<file path="src/design/asdq_ram.sv">
`timescale 1ns / 1ps
// Generic single write port, single read port RAM with registered read data.
module asdq_ram #(
  parameter int WIDTH = 8,
  parameter int DEPTH = 64
) (
  input  logic                     clk,
  input  logic                     we,
  input  logic [$clog2(DEPTH)-1:0] waddr,
  input  logic [WIDTH-1:0]         wdata,
  input  logic [$clog2(DEPTH)-1:0] raddr,
  output logic [WIDTH-1:0]         rdata
);

  logic [WIDTH-1:0] mem [DEPTH];

  always_ff @(posedge clk) begin
    if (we) begin
      mem[waddr] <= wdata;
    end
    rdata <= mem[raddr];
  end

endmodule

</file>
<file path="config.mk">
export PLATFORM = sky130hd
export DESIGN_NAME = asdq_ram
export DESIGN_NICKNAME = d
export VERILOG_FILES = /design/src/design/asdq_ram.sv
export SDC_FILE = /design/constraint.sdc
export NUM_CORES = 1
export LEC_CHECK = 0
export ABC_CLOCK_PERIOD_IN_PS = 7700
export BUFFER_PORTS_ARGS = -buffer_cell sky130_fd_sc_hd__buf_2
export CAP_MARGIN = 20
export CORE_UTILIZATION = 45
export CTS_BUF_LIST = sky130_fd_sc_hd__clkbuf_4 sky130_fd_sc_hd__clkbuf_8 sky130_fd_sc_hd__clkbuf_16
export CTS_CLUSTER_DIAMETER = 40
export DETAILED_ROUTE_END_ITERATION = 6
export PLACE_DENSITY_LB_ADDON = 0.05
export SYNTH_ARGS = -nofsm -noshare
export SYNTH_HDL_FRONTEND = slang
export SYNTH_SLANG_ARGS = --single-unit
</file>
<file path="constraint.sdc">
create_clock -name clk -period 7.7 [get_ports clk]
set_clock_uncertainty 0.2 [all_clocks]
set_input_delay 2.31 -clock clk [delete_from_list [all_inputs] [get_ports clk]]
set_output_delay 2.31 -clock clk [all_outputs]
set_load 0.01 [all_outputs]
</file>
==> results.json, run 1 <==
{
  "async_reset_ff_share_pct": 0,
  "fp-row-count": 77,
  "chipHeight_um": 214,
  "max_slew_margin_pct": 29.9,
  "die-area_um2": 45700,
  "status": "finished, final reports clean",
  "endpoint_kind": "flip-flop",
  "maxCapViolations": 0,
  "fin_nets": 1026,
  "syn_nets": 962,
  "arrival_ns": 5.13,
  "crit_type": "input port to flip-flop",
  "synth_edf_count": 512,
  "antenna_found_initial": 3,
  "start_util_pct": 45.6,
  "drt-total-wl_um": 46200,
  "routed-via-count": 9491,
  "cts_buffers": 69,
  "finalSetupTns_ns": 0,
  "via_per_inst": 5.74,
  "fin_area_um2": 23200,
  "place.gp.congestion": 0.753,
  "slew_violations": 0,
  "cp-start-kind": "input port",
  "grt_max_degree": 79,
  "grt_pass1_vias": 9909,
  "dp_hpwl_um": 27700,
  "synth_ff_type": "edfxtp_1",
  "place_area_um2": 20900,
  "grt_pass1_wl_um": 67400,
  "avgSynthCellArea_um2": 21.5,
  "worstMarginPinSlew_ns": 1.05,
  "period_share_pct": 63.6,
  "ys_ff_latch": 520,
  "worstPathMaxFanout": 55,
  "drive_gt1_share_pct": 28.6,
  "powerDensity_nw_per_um2": 284,
  "io_pins": 30,
  "synth.distinct_cells": 40,
  "min_period_ns": 4.90,
  "syn_to_final_growth_pct": 15.1,
  "clk_path_buf_depth": 3,
  "cts.sinks": 520,
  "drc": 0,
  "grt_overflow_total": 0,
  "first_pass_iters": 4,
  "core-area_um2": 44200,
  "clk-insertion-delay-late_ns": 0.58,
  "cts_resized": 0,
  "htree_levels": 3,
  "worst-endpoint-required_ns": 7.93,
  "cts_setup_buffers": 0,
  "clk_pin_slew_ns": 0.06,
  "cellLeakagePower_nw": 7.29,
  "hold_viol": 0,
  "hp-class": "flip-flop to flip-flop",
  "rsz0062_at_grt": "no",
  "fmax_mhz": 204,
  "track_usage_pct": 21.1,
  "die_w_um": 214,
  "setup_viol": 0,
  "dr.first_iter.drc_count": 856,
  "p_total_mw": 6.59,
  "peakVddDrop_uv": 190,
  "syn_inst": 940,
  "cts.hold.buffers_added": 0,
  "cts_tree": "yes",
  "ys.warnings.count": 0,
  "wire_per_inst_um": 27.9,
  "ys_seq_area_share_pct": 77.0,
  "ant_nets": 0,
  "cts_root_buf": "clkbuf_16",
  "netlist_area_um2": 20200,
  "portBuffers": 29
}
-- cell type report --
type | count | area [um^2]
Antenna cell | 1 | 2.50
Clock buffer | 79 | 1840
Clock inverter | 48 | 464
Fill cell | 3430 | 21000
Multi-Input combinational cell | 369 | 4320
Sequential cell | 520 | 15500
Tap cell | 592 | 741
Timing Repair Buffer | 44 | 309
-- synth_stat cells, types with 7 or more instances --
| cell | count | area [um^2] |
|---|---|---|
| edfxtp_1 | 512 | 15400 |
| mux2_2 | 13 | 146 |
| mux2i_1 | 23 | 230 |
| nor2_1 | 83 | 312 |
| nor3_1 | 7 | 35.0 |
| buf_4 | 13 | 97.6 |
| mux4_2 | 126 | 2840 |
| o22ai_1 | 8 | 50.1 |
| clkbuf_1 | 17 | 63.8 |
| buf_2 | 11 | 55.1 |
| o221ai_1 | 8 | 70.1 |
| nand2b_1 | 7 | 43.8 |
| nand3_1 | 13 | 65.1 |
| nor2b_1 | 14 | 87.6 |
| nand2_1 | 19 | 71.3 |
| dfxtp_1 | 8 | 160 |
-- logic make-up (layout without fill, tap and decap cells) --
group           count (synthesis)  in the layout  synth area share, %
simple gates                  153            153                 3.39
mux                           162            162                 15.9
other cells                     0              1                    0
buf+inv                        51            171                 1.57
flops                         520            520                 77.0
compound gates                 54             54                 2.07
-- where the power goes --
part	internal [mW]	switching (mW)	leakage [nW]
sequential	3.13	0.0101	4.67
combinational	0.106	0.180	1.48
clock	1.93	1.24	1.14
-- per-stage QoR --
step / util [%] / hold slack (ns) / std cells / setup slack (ns)
final: 52.5 / 0.713 / 1653 / 2.80
after global routing: 52.5 / 0.751 / 1653 / 2.64
after CTS: 52.4 / 0.722 / 1650 / 2.75
after detailed placement: 47.2 / 0.691 / 1523 / 2.16
after global placement: 47.1 / 0.672 / 1521 / 2.21
after floorplan: - / 0.518 / 940 / 3.52
-- sequential cells by signal (all words and copies together) (netlist names) --
| signal | flops |
|---|---|
| mem | 512 |
| rdata | 8 |
-- final timing paths --
kind / startpoint / end / slack [ns] / cells past startpoint
max: raddr[2] / rdata[6]$_DFF_P_ / 2.80 / 7
min: mem[26][4]$_DFFE_PP_ / rdata[4]$_DFF_P_ / 0.71 / 3
max reg2reg: mem[20][6]$_DFFE_PP_ / rdata[6]$_DFF_P_ / 5.24 / 5
min reg2reg: mem[26][4]$_DFFE_PP_ / rdata[4]$_DFF_P_ / 0.71 / 3
-- critical path: stages --
cell and delay, ns:
buf_4 0.33, buf_4 0.72, mux4_2 0.43, mux2_2 0.33, o221a_2 0.29, nor3_1 0.48
o32ai_1 0.16
-- placed cells by master (no fill, tap or decap), types with 3 or more instances in the layout --
master and n:
edfxtp_1 512, mux4_2 126, nor2_1 83, clkbuf_16 71
buf_2 26, mux2i_1 23, nand2_1 19, nor2b_1 14
inv_6 14, buf_4 14, mux2_2 13, nand3_1 13
clkinv_1 9, o221ai_1 8, o22ai_1 8, dfxtp_1 8
nand2b_1 7, nor3_1 7, clkinv_2 7, clkbuf_4 7
a221oi_1 6, inv_8 6, clkinvlp_4 5, bufinv_16 5
a211oi_1 4, nand3b_1 3, a21oi_1 3, a22oi_1 3
o2111ai_1 3, o2bb2ai_1 3, buf_12 3
-- metal layers --
metal  up-vias  GRT usage, %  share of wire [%]
li1       4086             -                  -
met1      5025          30.0                 44
met2       296          32.7                 47
met3        80          4.16                5.7
met4         4          7.83                3.0
met5         -             0              0.043
Note: power is estimated with default switching activity, not from simulation.
==> run 2: changes to the inputs <==
--- a/config.mk
+++ b/config.mk
@@ -5,7 +5,7 @@
 export SDC_FILE = /design/constraint.sdc
 export NUM_CORES = 1
 export LEC_CHECK = 0
-export ABC_CLOCK_PERIOD_IN_PS = 7700
+export ABC_CLOCK_PERIOD_IN_PS = 4550
 export BUFFER_PORTS_ARGS = -buffer_cell sky130_fd_sc_hd__buf_2
 export CAP_MARGIN = 20
 export CORE_UTILIZATION = 45
==> constraint.sdc (replaced) <==
create_clock -name clk -period 4.55 [get_ports clk]
set_clock_uncertainty 0.2 [all_clocks]
set_input_delay 1.365 -clock clk [delete_from_list [all_inputs] [get_ports clk]]
set_output_delay 1.365 -clock clk [all_outputs]
set_load 0.01 [all_outputs]
==> run 2 against run 1 <==
Effect of this change: clock power grew 63%; setup slack worse by 1.9 ns; wire length grew 0.96%; via count up 3.3%; cell count rose by 3.5%; power increased by 66%; critical path type unchanged; critical endpoint is now rdata[5]$_DFF_P_; largest cell class unchanged.
==> results.json, run 2 (synthesis results as in run 1) <==
{
  "grt_max_degree": 65,
  "start_util_pct": 45.6,
  "place_area_um2": 21300,
  "reg_top3": "mem (512), rdata (8)",
  "die_w_um": 214,
  "drt-total-wl_um": 46600,
  "syn_to_final_growth_pct": 17.1,
  "powerDensity_nw_per_um2": 464,
  "setup_viol": 0,
  "period_share_pct": 79.8,
  "fin_area_um2": 23600,
  "fp-row-count": 77,
  "clk_pin_slew_ns": 0.06,
  "rsz0062_at_grt": "no",
  "wire_per_inst_um": 27.2,
  "track_usage_pct": 21.5,
  "slew_violations": 0,
  "die-area_um2": 45700,
  "dr.first_iter.drc_count": 871,
  "endpoint_kind": "flip-flop",
  "p_total_mw": 11.0,
  "cts.sinks": 520,
  "grt_pass1_wl_um": 68600,
  "cts_resized": 0,
  "post-place-ws_ns": 0.381,
  "core-area_um2": 44200,
  "cts_root_buf": "clkbuf_16",
  "cts_tree": "yes",
  "drc": 0,
  "worst-endpoint-required_ns": 4.77,
  "peakVddDrop_uv": 386,
  "antenna_found_initial": 4,
  "worstPathMaxFanout": 49,
  "final_common_cell": "edfxtp_1",
  "place.gp.congestion": 0.834,
  "fmax_mhz": 276,
  "ant_nets": 0,
  "first_pass_iters": 5,
  "cellLeakagePower_nw": 7.57,
  "clk_path_buf_depth": 3,
  "cts_buffers": 70,
  "clk-insertion-delay-late_ns": 0.58,
  "dp_hpwl_um": 29400,
  "hold_viol": 0,
  "maxCapViolations": 0,
  "arrival_ns": 3.85,
  "finalWorstSetupSlack_ns": 0.921,
  "min_period_ns": 3.63,
  "largest-register": "mem",
  "io_pins": 30,
  "largest_reg_flops": 512,
  "chipHeight_um": 214,
  "htree_levels": 3,
  "crit_type": "input port to flip-flop",
  "grt_overflow_total": 0,
  "grt_pass1_vias": 10200,
  "holdWs_ns": 0.650,
  "finalSetupTns_ns": 0,
  "cts_setup_buffers": 0,
  "final_cell_mix": "512 x edfxtp_1, 126 x mux4_2, 83 x nor2_1, 73 x clkbuf_16, 65 x buf_4",
  "max_slew_margin_pct": 23.1,
  "via_per_inst": 5.73,
  "routed-via-count": 9801,
  "fin_nets": 1083,
  "hp-class": "flip-flop to flip-flop",
  "cts.hold.buffers_added": 0,
  "status": "finished, final reports clean",
  "fillers": 3376,
  "cp-start-kind": "input port",
  "drive_gt1_share_pct": 32.0,
  "portBuffers": 29,
  "worstMarginPinSlew_ns": 1.12
}
==> run 2: power breakdown <==
part	switching, mW	total (mW)	internal (mW)
registers	0.0172	5.32	5.31
clock network	2.03	5.14	3.11
logic	0.310	0.508	0.197
total	2.35	11.0	8.61
==> run 2: final cells by class <==
class | instances | area [um^2] | area share, %
Tap cell | 592 | 741 | 3.14
Clock buffer | 80 | 1880 | 7.96
Timing Repair Buffer | 100 | 792 | 3.35
Sequential cell | 520 | 15500 | 65.8
Multi-Input combinational cell | 369 | 4320 | 18.3
Clock inverter | 46 | 345 | 1.46
Antenna cell | 4 | 10.0 | 0.0424
==> run 2: worst max-delay path, cell delays in order <==
cell and delay (ns):
buf_4 0.37, buf_12 0.33, mux4_2 0.41, nor2b_1 0.16
a2111oi_0 0.98, o41ai_1 0.15
==> run 2: per-stage QoR <==
step / cells / util (%)
2_1_floorplan: 940 / -
3_3_place_gp: 1576 / 48.1
3_5_place_dp: 1576 / 48.1
4_1_cts: 1702 / 53.2
5_1_grt: 1709 / 53.4
6_report: 1711 / 53.4
==> run 2: routing by layer <==
layer  GRT usage, %  part of all wire, %
met1           30.5                   45
met2           33.1                   47
met3           3.87                  5.1
met4           8.82                  3.4
met5              0                    0
==> run 2: path summary, 6_finish.rpt <==
kind              slack (ns)                 start               end  cells after the start
setup reg to reg        2.01   mem[3][5]$_DFFE_PP_  rdata[5]$_DFF_P_                      4
hold / removal          0.65  mem[34][2]$_DFFE_PP_  rdata[2]$_DFF_P_                      4
setup / recovery        0.92              raddr[1]  rdata[5]$_DFF_P_                      6
hold reg to reg         0.65  mem[34][2]$_DFFE_PP_  rdata[2]$_DFF_P_                      4
==> run 3: changes to the inputs <==
--- a/config.mk
+++ b/config.mk
@@ -5,7 +5,7 @@
 export SDC_FILE = /design/constraint.sdc
 export NUM_CORES = 1
 export LEC_CHECK = 0
-export ABC_CLOCK_PERIOD_IN_PS = 4550
+export ABC_CLOCK_PERIOD_IN_PS = 3400
 export BUFFER_PORTS_ARGS = -buffer_cell sky130_fd_sc_hd__buf_2
 export CAP_MARGIN = 20
 export CORE_UTILIZATION = 45
==> constraint.sdc (replaced) <==
create_clock -name clk -period 3.4 [get_ports clk]
set_clock_uncertainty 0.2 [all_clocks]
set_input_delay 1.02 -clock clk [delete_from_list [all_inputs] [get_ports clk]]
set_output_delay 1.02 -clock clk [all_outputs]
set_load 0.01 [all_outputs]
==> run 3 against run 2 <==
Effect of this change: wire length grew 4.1%; sequential power increased by 34%; clock power increased by 43%; count of clock-buffer cells in the layout shrank 5; flip-flop and latch count stayed put; non-clock buffer count is 57 higher; hold slack got worse by 0.047 ns; critical path type unchanged; cell count rose by 3.0%; sequential share of layout area down 1.6 points; critical path depth is the same.
==> results.json, run 3 (synthesis results as in run 1) <==
{
  "final_cell_mix": "512 x edfxtp_1, 126 x mux4_2, 119 x buf_4, 83 x nor2_1, 70 x clkbuf_16",
  "min_period_ns": 3.03,
  "power_frac_comb_pct": 4.8,
  "fillers": 3366,
  "chipHeight_um": 214,
  "first_pass_iters": 7,
  "finalWorstSetupSlack_ns": 0.366,
  "grt_max_degree": 65,
  "htree_levels": 3,
  "grt_pass1_wl_um": 70500,
  "dp_hpwl_um": 31400,
  "endpoint_kind": "flip-flop",
  "cts_tree": "yes",
  "cp-start-kind": "input port",
  "io_pins": 30,
  "powerDensity_nw_per_um2": 628,
  "status": "finished, final reports clean",
  "cellLeakagePower_nw": 7.93,
  "fp-row-count": 77,
  "setup_viol": 0,
  "cts_resized": 0,
  "final_common_cell": "edfxtp_1",
  "critPathSlowestCell": "o21ai_0",
  "p_sw_share_pct": 21.7,
  "grt_overflow_total": 0,
  "syn_to_final_growth_pct": 20.1,
  "drc": 0,
  "arrival_ns": 3.29,
  "power_frac_seq_pct": 46.9,
  "cts.sinks": 520,
  "crit_chain": "clkbuf_8, buf_4, mux4_2, mux4_2, o21ai_0, nand2_1",
  "drive_gt1_share_pct": 35.4,
  "largest_reg_flops": 512,
  "cp_common_cell": "mux4_2",
  "fin_nets": 1140,
  "portBuffers": 29,
  "drt-total-wl_um": 48500,
  "grt_pass1_vias": 10400,
  "holdWs_ns": 0.603,
  "dr.first_iter.drc_count": 918,
  "cpPeakStageDelay_ns": 0.57,
  "track_usage_pct": 22.3,
  "crit_type": "input port to flip-flop",
  "maxCapViolations": 0,
  "wire_per_inst_um": 27.5,
  "fmax_mhz": 330,
  "clk_pin_slew_ns": 0.06,
  "cts_root_buf": "clkbuf_16",
  "slew_violations": 0,
  "cp_top_family": "multiplexers",
  "reg_top3": "mem (512), rdata (8)",
  "ant_nets": 0,
  "die-area_um2": 45700,
  "place.gp.congestion": 0.810,
  "clk_path_buf_depth": 3,
  "cts_buffers": 70,
  "p_int_mw": 11.9,
  "hp-class": "input port to flip-flop",
  "period_share_pct": 89.2,
  "cts_setup_buffers": 0,
  "crit_buf_inv": 2,
  "die_w_um": 214,
  "via_per_inst": 5.64,
  "p_total_mw": 15.2,
  "rsz0062_at_grt": "no",
  "p_sw_mw": 3.30,
  "worst-endpoint-required_ns": 3.65,
  "worstPathMaxFanout": 19,
  "max_slew_margin_pct": 46.5,
  "routed-via-count": 9951,
  "antenna_found_initial": 2,
  "largest-register": "mem",
  "clk-insertion-delay-late_ns": 0.60,
  "clkPwrFrac_pct": 48.3,
  "hold_viol": 0,
  "peakVddDrop_uv": 487,
  "post-place-ws_ns": -0.199,
  "cts.hold.buffers_added": 0,
  "core-area_um2": 44200,
  "diodes": 0,
  "worstMarginPinSlew_ns": 0.802,
  "start_util_pct": 45.6
}
[run 3: worst paths after layout]
path	depth (start not counted)	endpoint	start	slack (ns)
min	1	mem[20][2]$_DFFE_PP_	wdata[2]	0.60
min reg2reg	3	rdata[6]$_DFF_P_	mem[30][6]$_DFFE_PP_	0.61
max	6	rdata[7]$_DFF_P_	raddr[0]	0.37
max reg2reg	4	rdata[7]$_DFF_P_	mem[32][7]$_DFFE_PP_	1.00
[run 3: final cells by class]
cell class | count | area (um^2) | share of cell area [%]
sequential | 520 | 15500 | 64.2
multi-input combinational | 369 | 4320 | 17.8
clock buffer | 75 | 1790 | 7.39
timing repair buffer | 157 | 1260 | 5.19
tap | 592 | 741 | 3.06
clock inverter | 50 | 577 | 2.38
[run 3: worst register-to-register path, stage by stage (launching register included)]
cell,delay (ns)
edfxtp_1,0.37
mux4_2,0.48
mux4_2,0.52
o21ai_0,0.57
nand2_1,0.12
[run 3: power groups by stage]
stage | Combinational (mW) | Sequential, mW | Clock (mW)
2_1_floorplan | 0.378 | 7.25 | 0
3_3_place_gp | 0.721 | 7.25 | 0
3_5_place_dp | 0.737 | 7.26 | 0
4_1_cts | 0.739 | 7.12 | 7.48
5_1_grt | 0.776 | 7.12 | 7.71
6_report | 0.727 | 7.12 | 7.35
[run 3: metrics by stage]
step	std cells	TNS (ns)	area (um^2)	util, %
2_1_floorplan	940	0	20200	-
3_3_place_gp	1638	-0.180	21800	49.4
3_5_place_dp	1638	-0.339	21800	49.4
4_1_cts	1763	0	24200	54.8
5_1_grt	1763	0	24200	54.8
6_report	1763	0	24200	54.8
[run 3: layer usage]
| layer | track usage, % | wire (um) | vias up |
|---|---|---|---|
| met5 | 0 | 0 | - |
| met4 | 7.46 | 1090 | 0 |
| met3 | 4.14 | 2900 | 67 |
| met2 | 35.5 | 23500 | 330 |
| li1 | - | - | 4317 |
| met1 | 31.1 | 21100 | 5237 |
